===== src/rpfe_pkg.sv =====
// Shared types and constants for the raster primitive fill engine.
// Holds the command and sequencer state codes and the coordinate helpers.
// No dependencies.
`default_nettype none

package rpfe_pkg;

    localparam int CMD_W   = 3;
    localparam int COORD_W = 8;
    localparam int EXT_W   = 7;
    localparam int BITS_W  = 64;
    localparam int SPAN_W  = 10;
    localparam int SQ_W    = 16;

    localparam logic signed [SPAN_W-1:0] SPAN_ZERO = '0;
    localparam logic signed [SPAN_W-1:0] SPAN_ONE  = SPAN_W'(1);

    typedef enum logic [CMD_W-1:0] {
        CMD_CLEAR = 3'd0,
        CMD_FILL  = 3'd1,
        CMD_LINE  = 3'd2,
        CMD_DISK  = 3'd3,
        CMD_TRI   = 3'd4,
        CMD_ERASE = 3'd5,
        CMD_READ  = 3'd6
    } cmd_t;

    typedef enum logic [2:0] {
        ST_IDLE,
        ST_LIM,
        ST_DYSQ,
        ST_FIT,
        ST_READ,
        ST_WRITE,
        ST_CAPTURE,
        ST_DONE
    } state_t;

    function automatic logic signed [SPAN_W-1:0] sext_coord(input logic [COORD_W-1:0] v);
        sext_coord = {{(SPAN_W-COORD_W){v[COORD_W-1]}}, v};
    endfunction

    function automatic logic signed [SPAN_W-1:0] zext_ext(input logic [EXT_W-1:0] v);
        zext_ext = {{(SPAN_W-EXT_W){1'b0}}, v};
    endfunction

endpackage

`default_nettype wire


===== src/raster_primitive_fill_engine_top.sv =====
// Path to res_valid: clear, unknown command and off-canvas read go straight to DONE; read row
// goes READ, CAPTURE, DONE. Fill, erase, line and triangle do READ, WRITE per clipped row (RMW).
// Disk uses the shared squarer in LIM, DYSQ, then per row FIT (radius tracking), READ, WRITE.
// One command at a time; cmd_stall falls as the result loads.
// Reset clears per-row valid flags, so the whole canvas reads blank at once: no clearing pass.
// Depends on rpfe_pkg, rpfe_ram, rpfe_mask.
`default_nettype none

module raster_primitive_fill_engine_top #(
    parameter int CANVAS_COLS = 64,
    parameter int CANVAS_ROWS = 32
) (
    input  wire logic                                clk,
    input  wire logic                                rst_n,
    input  wire logic                                cmd_valid,
    output      logic                                cmd_stall,
    input  wire logic [rpfe_pkg::CMD_W-1:0]          command,
    input  wire logic signed [rpfe_pkg::COORD_W-1:0] col,
    input  wire logic signed [rpfe_pkg::COORD_W-1:0] row,
    input  wire logic [rpfe_pkg::EXT_W-1:0]          extent_w,
    input  wire logic [rpfe_pkg::EXT_W-1:0]          extent_h,
    input  wire logic signed [rpfe_pkg::COORD_W-1:0] end_col,
    input  wire logic signed [rpfe_pkg::COORD_W-1:0] end_row,
    input  wire logic [rpfe_pkg::EXT_W-1:0]          radius,
    output      logic                                res_valid,
    input  wire logic                                res_stall,
    output      logic [rpfe_pkg::BITS_W-1:0]         row_bits,
    output      logic                                status
);

    import rpfe_pkg::*;

    localparam int ROW_W = (CANVAS_ROWS > 1) ? $clog2(CANVAS_ROWS) : 1;
    localparam logic signed [SPAN_W-1:0] ROW_MAX = SPAN_W'(CANVAS_ROWS - 1);

    state_t                    state_reg, state_next;
    cmd_t                      cmd_reg, cmd_next;
    logic signed [SPAN_W-1:0]  c_reg, c_next;
    logic signed [SPAN_W-1:0]  r_reg, r_next;
    logic signed [SPAN_W-1:0]  span_lo_reg, span_lo_next;
    logic signed [SPAN_W-1:0]  span_hi_reg, span_hi_next;
    logic [EXT_W-1:0]          radius_reg, radius_next;
    logic [ROW_W-1:0]          row_cur_reg, row_cur_next;
    logic [ROW_W-1:0]          row_last_reg, row_last_next;
    logic signed [SPAN_W-1:0]  dy_reg, dy_next;
    logic [SQ_W-1:0]           dysq_reg, dysq_next;
    logic [SQ_W-1:0]           lim_reg, lim_next;
    logic [EXT_W-1:0]          w_reg, w_next;
    logic [SQ_W-1:0]           wsq_reg, wsq_next;
    logic [CANVAS_ROWS-1:0]    valid_reg, valid_next;
    logic [CANVAS_COLS-1:0]    pend_bits_reg, pend_bits_next;
    logic                      pend_status_reg, pend_status_next;
    logic                      res_valid_reg, res_valid_next;
    logic [BITS_W-1:0]         res_bits_reg, res_bits_next;
    logic                      res_status_reg, res_status_next;

    cmd_t                      cmd_in;
    logic signed [SPAN_W-1:0]  c_in, r_in, w_in, h_in, ec_in, er_in, rad_in;
    logic signed [SPAN_W-1:0]  rlo, rhi, slo, shi, lo_c, hi_c;
    logic                      any_rows, rows_ok, cmd_accept;

    logic signed [SPAN_W-1:0]  dy_mag, row_ext, w_ext, mlo, mhi;
    logic [EXT_W-1:0]          sq_op;
    logic [SQ_W-1:0]           sq, tot0, tot1, two_w1;
    logic                      fit_dec, fit_inc;

    logic [CANVAS_COLS-1:0]    mask, old_bits, new_bits, rd_data;
    logic                      ram_wr_en, ram_rd_en;

    assign cmd_in     = cmd_t'(command);
    assign c_in       = sext_coord(col);
    assign r_in       = sext_coord(row);
    assign ec_in      = sext_coord(end_col);
    assign er_in      = sext_coord(end_row);
    assign w_in       = zext_ext(extent_w);
    assign h_in       = zext_ext(extent_h);
    assign rad_in     = zext_ext(radius);
    assign cmd_stall  = (state_reg != ST_IDLE);
    assign cmd_accept = cmd_valid && !cmd_stall;

    always_comb
    begin
        rlo      = r_in;
        rhi      = r_in;
        slo      = c_in;
        shi      = c_in;
        any_rows = 1'b1;
        case (cmd_in)
            CMD_FILL, CMD_ERASE:
            begin
                rhi = r_in + h_in - SPAN_ONE;
                shi = c_in + w_in - SPAN_ONE;
            end
            CMD_LINE:
            begin
                if (r_in == er_in)
                begin
                    shi = ec_in;
                end
                else if (c_in == ec_in)
                begin
                    rhi = er_in;
                end
                else
                begin
                    any_rows = 1'b0;
                end
            end
            CMD_DISK:
            begin
                rlo = r_in - rad_in;
                rhi = r_in + rad_in;
            end
            CMD_TRI:
            begin
                rhi = r_in + w_in - SPAN_ONE;
            end
            default:
            begin
                rlo = r_in;
            end
        endcase
        lo_c    = (rlo < SPAN_ZERO) ? SPAN_ZERO : rlo;
        hi_c    = (rhi > ROW_MAX) ? ROW_MAX : rhi;
        rows_ok = any_rows && (lo_c <= hi_c);
    end

    assign dy_mag = dy_reg[SPAN_W-1] ? -dy_reg : dy_reg;
    assign sq_op  = (state_reg == ST_LIM) ? radius_reg : dy_mag[EXT_W-1:0];
    assign sq     = SQ_W'(sq_op) * SQ_W'(sq_op);
    assign two_w1 = {{(SQ_W-EXT_W-1){1'b0}}, w_reg, 1'b1};
    assign tot0   = wsq_reg + dysq_reg;
    assign tot1   = tot0 + two_w1;
    assign fit_dec = (tot0 > lim_reg);
    assign fit_inc = (w_reg < radius_reg) && (tot1 <= lim_reg);

    assign row_ext = SPAN_W'(row_cur_reg);
    assign w_ext   = zext_ext(w_reg);

    always_comb
    begin
        case (cmd_reg)
            CMD_DISK:
            begin
                mlo = c_reg - w_ext;
                mhi = c_reg + w_ext;
            end
            CMD_TRI:
            begin
                mlo = c_reg;
                mhi = c_reg + (row_ext - r_reg);
            end
            default:
            begin
                mlo = span_lo_reg;
                mhi = span_hi_reg;
            end
        endcase
    end

    rpfe_mask #(.COLS(CANVAS_COLS)) u_mask (
        .lo   (mlo),
        .hi   (mhi),
        .mask (mask)
    );

    assign old_bits = valid_reg[row_cur_reg] ? rd_data : '0;
    assign new_bits = (cmd_reg == CMD_ERASE) ? (old_bits & ~mask) : (old_bits | mask);

    rpfe_ram #(.WIDTH(CANVAS_COLS), .DEPTH(CANVAS_ROWS)) u_store (
        .clk     (clk),
        .wr_en   (ram_wr_en),
        .wr_addr (row_cur_reg),
        .wr_data (new_bits),
        .rd_en   (ram_rd_en),
        .rd_addr (row_cur_reg),
        .rd_data (rd_data)
    );

    always_comb
    begin
        state_next       = state_reg;
        cmd_next         = cmd_reg;
        c_next           = c_reg;
        r_next           = r_reg;
        span_lo_next     = span_lo_reg;
        span_hi_next     = span_hi_reg;
        radius_next      = radius_reg;
        row_cur_next     = row_cur_reg;
        row_last_next    = row_last_reg;
        dy_next          = dy_reg;
        dysq_next        = dysq_reg;
        lim_next         = lim_reg;
        w_next           = w_reg;
        wsq_next         = wsq_reg;
        valid_next       = valid_reg;
        pend_bits_next   = pend_bits_reg;
        pend_status_next = pend_status_reg;
        res_valid_next   = res_valid_reg;
        res_bits_next    = res_bits_reg;
        res_status_next  = res_status_reg;
        ram_wr_en        = 1'b0;
        ram_rd_en        = 1'b0;

        if (res_valid_reg && !res_stall)
        begin
            res_valid_next = 1'b0;
        end

        case (state_reg)
            ST_IDLE:
            begin
                if (cmd_valid)
                begin
                    cmd_next         = cmd_in;
                    c_next           = c_in;
                    r_next           = r_in;
                    span_lo_next     = slo;
                    span_hi_next     = shi;
                    radius_next      = radius;
                    row_cur_next     = lo_c[ROW_W-1:0];
                    row_last_next    = hi_c[ROW_W-1:0];
                    dy_next          = lo_c - r_in;
                    w_next           = '0;
                    wsq_next         = '0;
                    pend_bits_next   = '0;
                    pend_status_next = 1'b0;
                    state_next       = ST_DONE;
                    case (cmd_in)
                        CMD_CLEAR:
                        begin
                            valid_next = '0;
                        end
                        CMD_READ:
                        begin
                            if (rows_ok)
                            begin
                                state_next = ST_READ;
                            end
                            else
                            begin
                                pend_status_next = 1'b1;
                            end
                        end
                        CMD_DISK:
                        begin
                            if (rows_ok)
                            begin
                                state_next = ST_LIM;
                            end
                        end
                        CMD_FILL, CMD_ERASE, CMD_LINE, CMD_TRI:
                        begin
                            if (rows_ok)
                            begin
                                state_next = ST_READ;
                            end
                        end
                        default:
                        begin
                            pend_status_next = 1'b1;
                        end
                    endcase
                end
            end
            ST_LIM:
            begin
                lim_next   = sq;
                state_next = ST_DYSQ;
            end
            ST_DYSQ:
            begin
                dysq_next  = sq;
                state_next = ST_FIT;
            end
            ST_FIT:
            begin
                if (fit_dec)
                begin
                    w_next   = w_reg - EXT_W'(1);
                    wsq_next = wsq_reg - {{(SQ_W-EXT_W-1){1'b0}}, w_reg, 1'b0} + SQ_W'(1);
                end
                else if (fit_inc)
                begin
                    w_next   = w_reg + EXT_W'(1);
                    wsq_next = wsq_reg + two_w1;
                end
                else
                begin
                    state_next = ST_READ;
                end
            end
            ST_READ:
            begin
                ram_rd_en  = 1'b1;
                state_next = (cmd_reg == CMD_READ) ? ST_CAPTURE : ST_WRITE;
            end
            ST_CAPTURE:
            begin
                pend_bits_next = old_bits;
                state_next     = ST_DONE;
            end
            ST_WRITE:
            begin
                ram_wr_en               = 1'b1;
                valid_next[row_cur_reg] = 1'b1;
                if (row_cur_reg == row_last_reg)
                begin
                    state_next = ST_DONE;
                end
                else
                begin
                    row_cur_next = row_cur_reg + ROW_W'(1);
                    dy_next      = dy_reg + SPAN_ONE;
                    dysq_next    = dysq_reg
                                 + {{(SQ_W-SPAN_W-1){dy_reg[SPAN_W-1]}}, dy_reg, 1'b1};
                    state_next   = (cmd_reg == CMD_DISK) ? ST_FIT : ST_READ;
                end
            end
            ST_DONE:
            begin
                if (!res_valid_reg || !res_stall)
                begin
                    res_valid_next  = 1'b1;
                    res_bits_next   = BITS_W'(pend_bits_reg);
                    res_status_next = pend_status_reg;
                    state_next      = ST_IDLE;
                end
            end
            default:
            begin
                state_next = ST_IDLE;
            end
        endcase
    end

    always_ff @(posedge clk or negedge rst_n)
    begin
        if (!rst_n)
        begin
            state_reg     <= ST_IDLE;
            valid_reg     <= '0;
            res_valid_reg <= 1'b0;
        end
        else
        begin
            state_reg     <= state_next;
            valid_reg     <= valid_next;
            res_valid_reg <= res_valid_next;
        end
    end

    always_ff @(posedge clk)
    begin
        cmd_reg         <= cmd_next;
        c_reg           <= c_next;
        r_reg           <= r_next;
        span_lo_reg     <= span_lo_next;
        span_hi_reg     <= span_hi_next;
        radius_reg      <= radius_next;
        row_cur_reg     <= row_cur_next;
        row_last_reg    <= row_last_next;
        dy_reg          <= dy_next;
        dysq_reg        <= dysq_next;
        lim_reg         <= lim_next;
        w_reg           <= w_next;
        wsq_reg         <= wsq_next;
        pend_bits_reg   <= pend_bits_next;
        pend_status_reg <= pend_status_next;
        res_bits_reg    <= res_bits_next;
        res_status_reg  <= res_status_next;
    end

    assign res_valid = res_valid_reg;
    assign row_bits  = res_bits_reg;
    assign status    = res_status_reg;

    a_write_in_range: assert property (@(posedge clk) disable iff (!rst_n)
        ram_wr_en |-> (row_cur_reg <= row_last_reg))
        else $error("row write past last row of the sweep");

    a_clear_flags: assert property (@(posedge clk) disable iff (!rst_n)
        (cmd_accept && (cmd_in == CMD_CLEAR)) |=> (valid_reg == '0))
        else $error("clear did not blank the canvas");

    a_result_from_done: assert property (@(posedge clk) disable iff (!rst_n)
        $rose(res_valid_reg) |-> ($past(state_reg) == ST_DONE))
        else $error("result loaded outside the done state");

    a_disk_width: assert property (@(posedge clk) disable iff (!rst_n)
        ((state_reg == ST_WRITE) && (cmd_reg == CMD_DISK)) |-> (w_reg <= radius_reg))
        else $error("disk half-width exceeds radius");

    a_idle_after_done: assert property (@(posedge clk) disable iff (!rst_n)
        ((state_reg == ST_DONE) && !res_stall) |=> (state_reg == ST_IDLE) && res_valid_reg)
        else $error("done state did not hand off its transaction");

endmodule

`default_nettype wire


===== src/rpfe_ram.sv =====
// Generic single-write, single-read RAM with registered read data.
// Used for the canvas row store. No dependencies.
`default_nettype none

module rpfe_ram #(
    parameter int WIDTH = 64,
    parameter int DEPTH = 32
) (
    input  wire logic                             clk,
    input  wire logic                             wr_en,
    input  wire logic [$clog2(DEPTH)-1:0]         wr_addr,
    input  wire logic [WIDTH-1:0]                 wr_data,
    input  wire logic                             rd_en,
    input  wire logic [$clog2(DEPTH)-1:0]         rd_addr,
    output      logic [WIDTH-1:0]                 rd_data
);

    logic [WIDTH-1:0] mem [DEPTH];

    always_ff @(posedge clk)
    begin
        if (wr_en)
        begin
            mem[wr_addr] <= wr_data;
        end
        if (rd_en)
        begin
            rd_data <= mem[rd_addr];
        end
    end

endmodule

`default_nettype wire


===== src/rpfe_mask.sv =====
// Column span mask: sets every canvas column between lo and hi inclusive.
// Clips to the canvas implicitly. Depends on rpfe_pkg.
`default_nettype none

module rpfe_mask #(
    parameter int COLS = 64
) (
    input  wire logic signed [rpfe_pkg::SPAN_W-1:0] lo,
    input  wire logic signed [rpfe_pkg::SPAN_W-1:0] hi,
    output      logic [COLS-1:0]                    mask
);

    import rpfe_pkg::*;

    for (genvar j = 0; j < COLS; j++)
    begin : g_col
        localparam logic signed [SPAN_W-1:0] JV = SPAN_W'(j);
        assign mask[j] = (JV >= lo) && (JV <= hi);
    end

endmodule

`default_nettype wire


===== config.mk =====
export PLATFORM = sky130hd
export DESIGN_NAME = raster_primitive_fill_engine_top
export DESIGN_NICKNAME = d
export VERILOG_FILES = /design/src/rpfe_pkg.sv /design/src/raster_primitive_fill_engine_top.sv /design/src/rpfe_ram.sv /design/src/rpfe_mask.sv
export SDC_FILE = /design/constraint.sdc
export NUM_CORES = 2
export LEC_CHECK = 0
export BUFFER_PORTS_ARGS = -buffer_cell sky130_fd_sc_hd__buf_2
export CORE_MARGIN = 2
export CORE_UTILIZATION = 40
export DETAILED_ROUTE_END_ITERATION = 7
export MAX_ROUTING_LAYER = met4
export SYNTH_ARGS = -nofsm -noshare
export SYNTH_HDL_FRONTEND = slang
export SYNTH_SLANG_ARGS = --single-unit
export TNS_END_PERCENT = 50

===== constraint.sdc =====
create_clock -name clk -period 14.6 [get_ports clk]
set_input_delay 0.73 -clock clk [delete_from_list [all_inputs] [get_ports clk]]
set_output_delay 0.73 -clock clk [all_outputs]
set_load 0.02 [all_outputs]

==> summary.md <==
| Metric | Value |
|---|---|
| Placed cell areas | `107000 sq um` |
| Fraction of layout cells with a size suffix above 1 | `22.6%` |
| Fmax | `154 MHz` |
| Antenna-violating nets left | `0` |
| CTS Buffer Depth | `3` |
| Reg2reg setup slack | `8110 ps` |
| End point of the critical path | `dysq_reg[13]` |
| Largest net degree at the start of global routing | `131` |
| Sw frac | `34.5%` |
| Grt total ovfl | `0` |
| Clock power share | `25.4%` |
| Synthesis-stage register bit count | `2386` |
| Post-synth EDFFs | `2350` |
| Internal Power | `16400 uW` |
| Sw Pwr | `8620 uW` |
| CORE AREA | `251000 sq um` |
| GRT Resource Usage Total | `23.5%` |
| CP max FO | `21` |
| Crit path top cell by count | `fa_1` |
| Ys flop type | `edfxtp_1` |
| Asr flop ratio synth | `1.51%` |
| Clock slew at reported path FFs | `60 ps` |
| TritonCTS buffer count | `240` |
| Y dimension of the die | `507 um` |
| Worst-Margin Slew | `1450 ps` |
| Die extent in x | `507 um` |
| Crit path capture type | `register` |
| I/O Buffers | `126` |
| Root buffer cell | `clkbuf_16` |
| Sequential power share | `38.1%` |
| Leak | `0.0382 uW` |
| # DRC | `0` |
| CP required | `15240 ps` |
| Reg2reg end | `dysq_reg[13]` |
| Initial Utilization | `40.2%` |
| Yosys warns | `0` |
| Vias per inst | `6.01` |
| Syn_area_per_cell | `18.1 sq um` |
| Worst Skew | `62.5 ps` |
| CP cell instances | `nand2_4 > inv_4 > mux2i_1 > or2_2 > inv_1 > fa_1 > inv_1 > fa_1 > fa_1 > inv_1 > fa_1 > ha_1 > or3_1 > a31oi_2 > o31ai_2 > a2111o_1 > a31oi_1 > xnor2_1 > a21o_1` |
| Final Hold Viols | `0` |
| Final setup viols | `0` |
| Fin Setup TNS | `0 ps` |
| Gate power share | `36.5%` |
| Share of the yosys chip area belonging to registers | `70.7%` |
| Synthesized Nets | `5906` |
| Routability cong. | `0.936` |
| Drt pass-1 iters | `8` |
| Via count | `56600` |
| Biggest register | `u_store.mem` |
| Crit Reg-Reg Startpoint | `state_reg[0]` |
| Fin nets | `6192` |
| Critical path arrival | `7130 ps` |
| PnR worst setup slack | `8110 ps` |
| Mapped Cells | `5578` |
| Final wirelength | `297 mm` |
| P per Cell Area | `217 nW/um^2` |
| Dpl ws | `8140 ps` |
| Util after Layout | `45.8%` |
| Hold crit path type | `input port to register` |
| Hpwl dp | `159 mm` |
| Final min period | `6490 ps` |
| Critical Path Source | `state_reg[0]` |
| Cell depth of the worst flop-to-flop path | `19` |
| Finished Cell Area | `115000 sq um` |
| Slowest cell on the critical path | `mux2i_1` |
| CTS tree | `yes` |
| Cells after DPL | `8969` |
| Routed length per instance | `31.5 um` |
| Largest register FFs | `2048` |
| Max_cap viols | `0` |
| CTS Sinks | `2386` |
| Tcrit/Tclk final | `44.5%` |
| Setup CP Type | `register to register` |
| Initial detailed-routing violation count | `7074` |
| Unrepaired setup endpoints after global routing | `no` |
| Max-slew headroom at the worst pin | `2.02%` |
| Synth unique cells | `110` |
| Peak VDD IR | `301 uV` |
| Die area | `257000 sq um` |
| Post-route non-filler standard cell count | `9426` |
| Status | `complete, no violations` |
| Worst Setup Start Kind | `register` |
| Initial antenna violation count | `9` |
| CTS H-tree lvls | `4` |
| Vias in the first global route | `55800` |
| Cts repair resizes | `0` |
| Worst-skew pair later-pin latency | `910 ps` |
| Crit-path max cell delay | `790 ps` |
| # IOs | `127` |
| First-pass GRT wire length | `418 mm` |
| Cells on Worst Hold Path | `1` |
| Synthesized cell area | `101000 sq um` |
| # rows | `184` |
| Fin. max-slew vios | `0` |
| Area Overhead vs Synth | `13.9%` |
## cells in the mapped netlist, types with 7 or more instances
library cell	n	area [sq um]
a211oi_1	43	323
a211oi_2	7	87.6
a21boi_0	8	60.1
a21o_1	81	608
a21oi_1	142	711
a221o_1	8	80.1
a221oi_1	10	87.6
a22oi_1	267	2000
a31oi_1	19	119
and2_1	75	469
and3_1	11	68.8
buf_1	33	124
buf_2	48	240
clkbuf_1	175	657
dfrtp_1	36	901
edfxtp_1	2350	70600
fa_1	33	661
ha_1	235	2940
inv_1	207	777
mux2i_1	65	651
mux4_2	520	11700
nand2_1	187	702
nand2b_1	26	163
nand3_1	49	245
nand4_1	77	482
nor2_1	247	927
nor2b_1	36	225
nor3_1	50	250
nor4_1	13	81.3
o211ai_1	14	105
o21a_1	29	218
o21ai_0	93	465
o21ai_1	16	80.1
o21bai_1	15	113
o221ai_1	12	105
o31a_1	11	96.3
o31ai_1	17	128
or2_2	19	119
or3_1	14	87.6
xnor2_1	95	832
xor2_1	44	385
## worst max-delay path, delay by kind of cell (launching register included)
kind / cells / cell delay [ps]
multiplexers: 1 / 790
adder cells (fa/ha/maj): 5 / 2250
XOR/XNOR: 1 / 120
buffers and inverters: 4 / 450
AO/OA/AOI/OAI: 5 / 1140
AND/OR/NAND/NOR: 3 / 780
flip-flops: 1 / 700
## per-stage QoR
step | hold slack, ps | total power (uW)
global placement | 401 | 18600
global route | 89.9 | 26400
detailed placement | 405 | 18800
finish | 110 | 25000
floorplan | 400 | 16000
CTS | 55.9 | 25100
## cells by family after synthesis
logic type / count (synthesis) / synth area share, %
DFF: 2386 / 70.7
AOI/OAI and AO/OA: 876 / 6.20
and+or+nand+nor: 843 / 4.15
muxes: 592 / 12.3
buffers and inverters: 473 / 1.86
adders and majority gates: 268 / 3.56
xor gates and xnor gates: 140 / 1.22
## power groups by stage
stage	Sequential (uW)	Clock (uW)	Combinational [uW]
finish	9510	6340	9130
global route	9560	6690	10100
CTS	9520	6440	9150
detailed placement	9660	0	9100
global placement	9650	0	8930
floorplan	9580	0	6430
## routing by layer
metal | track usage (%) | vias up | wire (um)
met5 | - | - | 0
met1 | 33.3 | 30300 | 127000
met3 | 3.48 | 445 | 24200
li1 | - | 23200 | -
met4 | 6.91 | 0 | 8700
met2 | 35.4 | 2700 | 137000
## worst min path at each step
stage | from | end
after floorplan | pend_bits_reg[0] | row_bits[0]
after global placement | pend_bits_reg[58] | row_bits[58]
after detailed placement | pend_bits_reg[30] | row_bits[30]
after CTS | radius[0] | radius_reg[0]
after global routing | radius[2] | radius_reg[2]
final | radius[0] | radius_reg[0]
## final cells by class
class / count / area (sq um)
antenna: 5 / 12.5
multi-input combinational: 2719 / 28500
tap: 3348 / 4190
fill: 21300 / 136000
clock inverter: 180 / 2040
sequential: 2386 / 71500
inverter: 211 / 795
clock buffer: 271 / 6120
timing repair buffer: 306 / 2050
## repair_timing
action,CTS,global route
setup buffers,0,0
endpoints found under the hold margin,1,0
hold buffers,1,0
## cells in the final DEF (no fill, tap or decap), types with 40 or more instances in the layout
cell type	synthesis	routed
edfxtp_1	2350	2350
mux4_2	520	520
a22oi_1	267	267
clkbuf_16	0	240
ha_1	235	235
nor2_1	247	211
inv_1	207	206
nand2_1	187	187
buf_4	1	174
a21oi_1	142	140
buf_2	48	126
xnor2_1	95	95
o21ai_0	93	88
a21o_1	81	81
nand4_1	77	77
and2_1	75	75
clkinv_1	2	65
nand3_1	49	49
clkinv_2	0	48
xor2_1	44	44
nor3_1	50	43
a211oi_1	43	42
mux2i_2	0	40
Power figures use the tool's default switching activity.
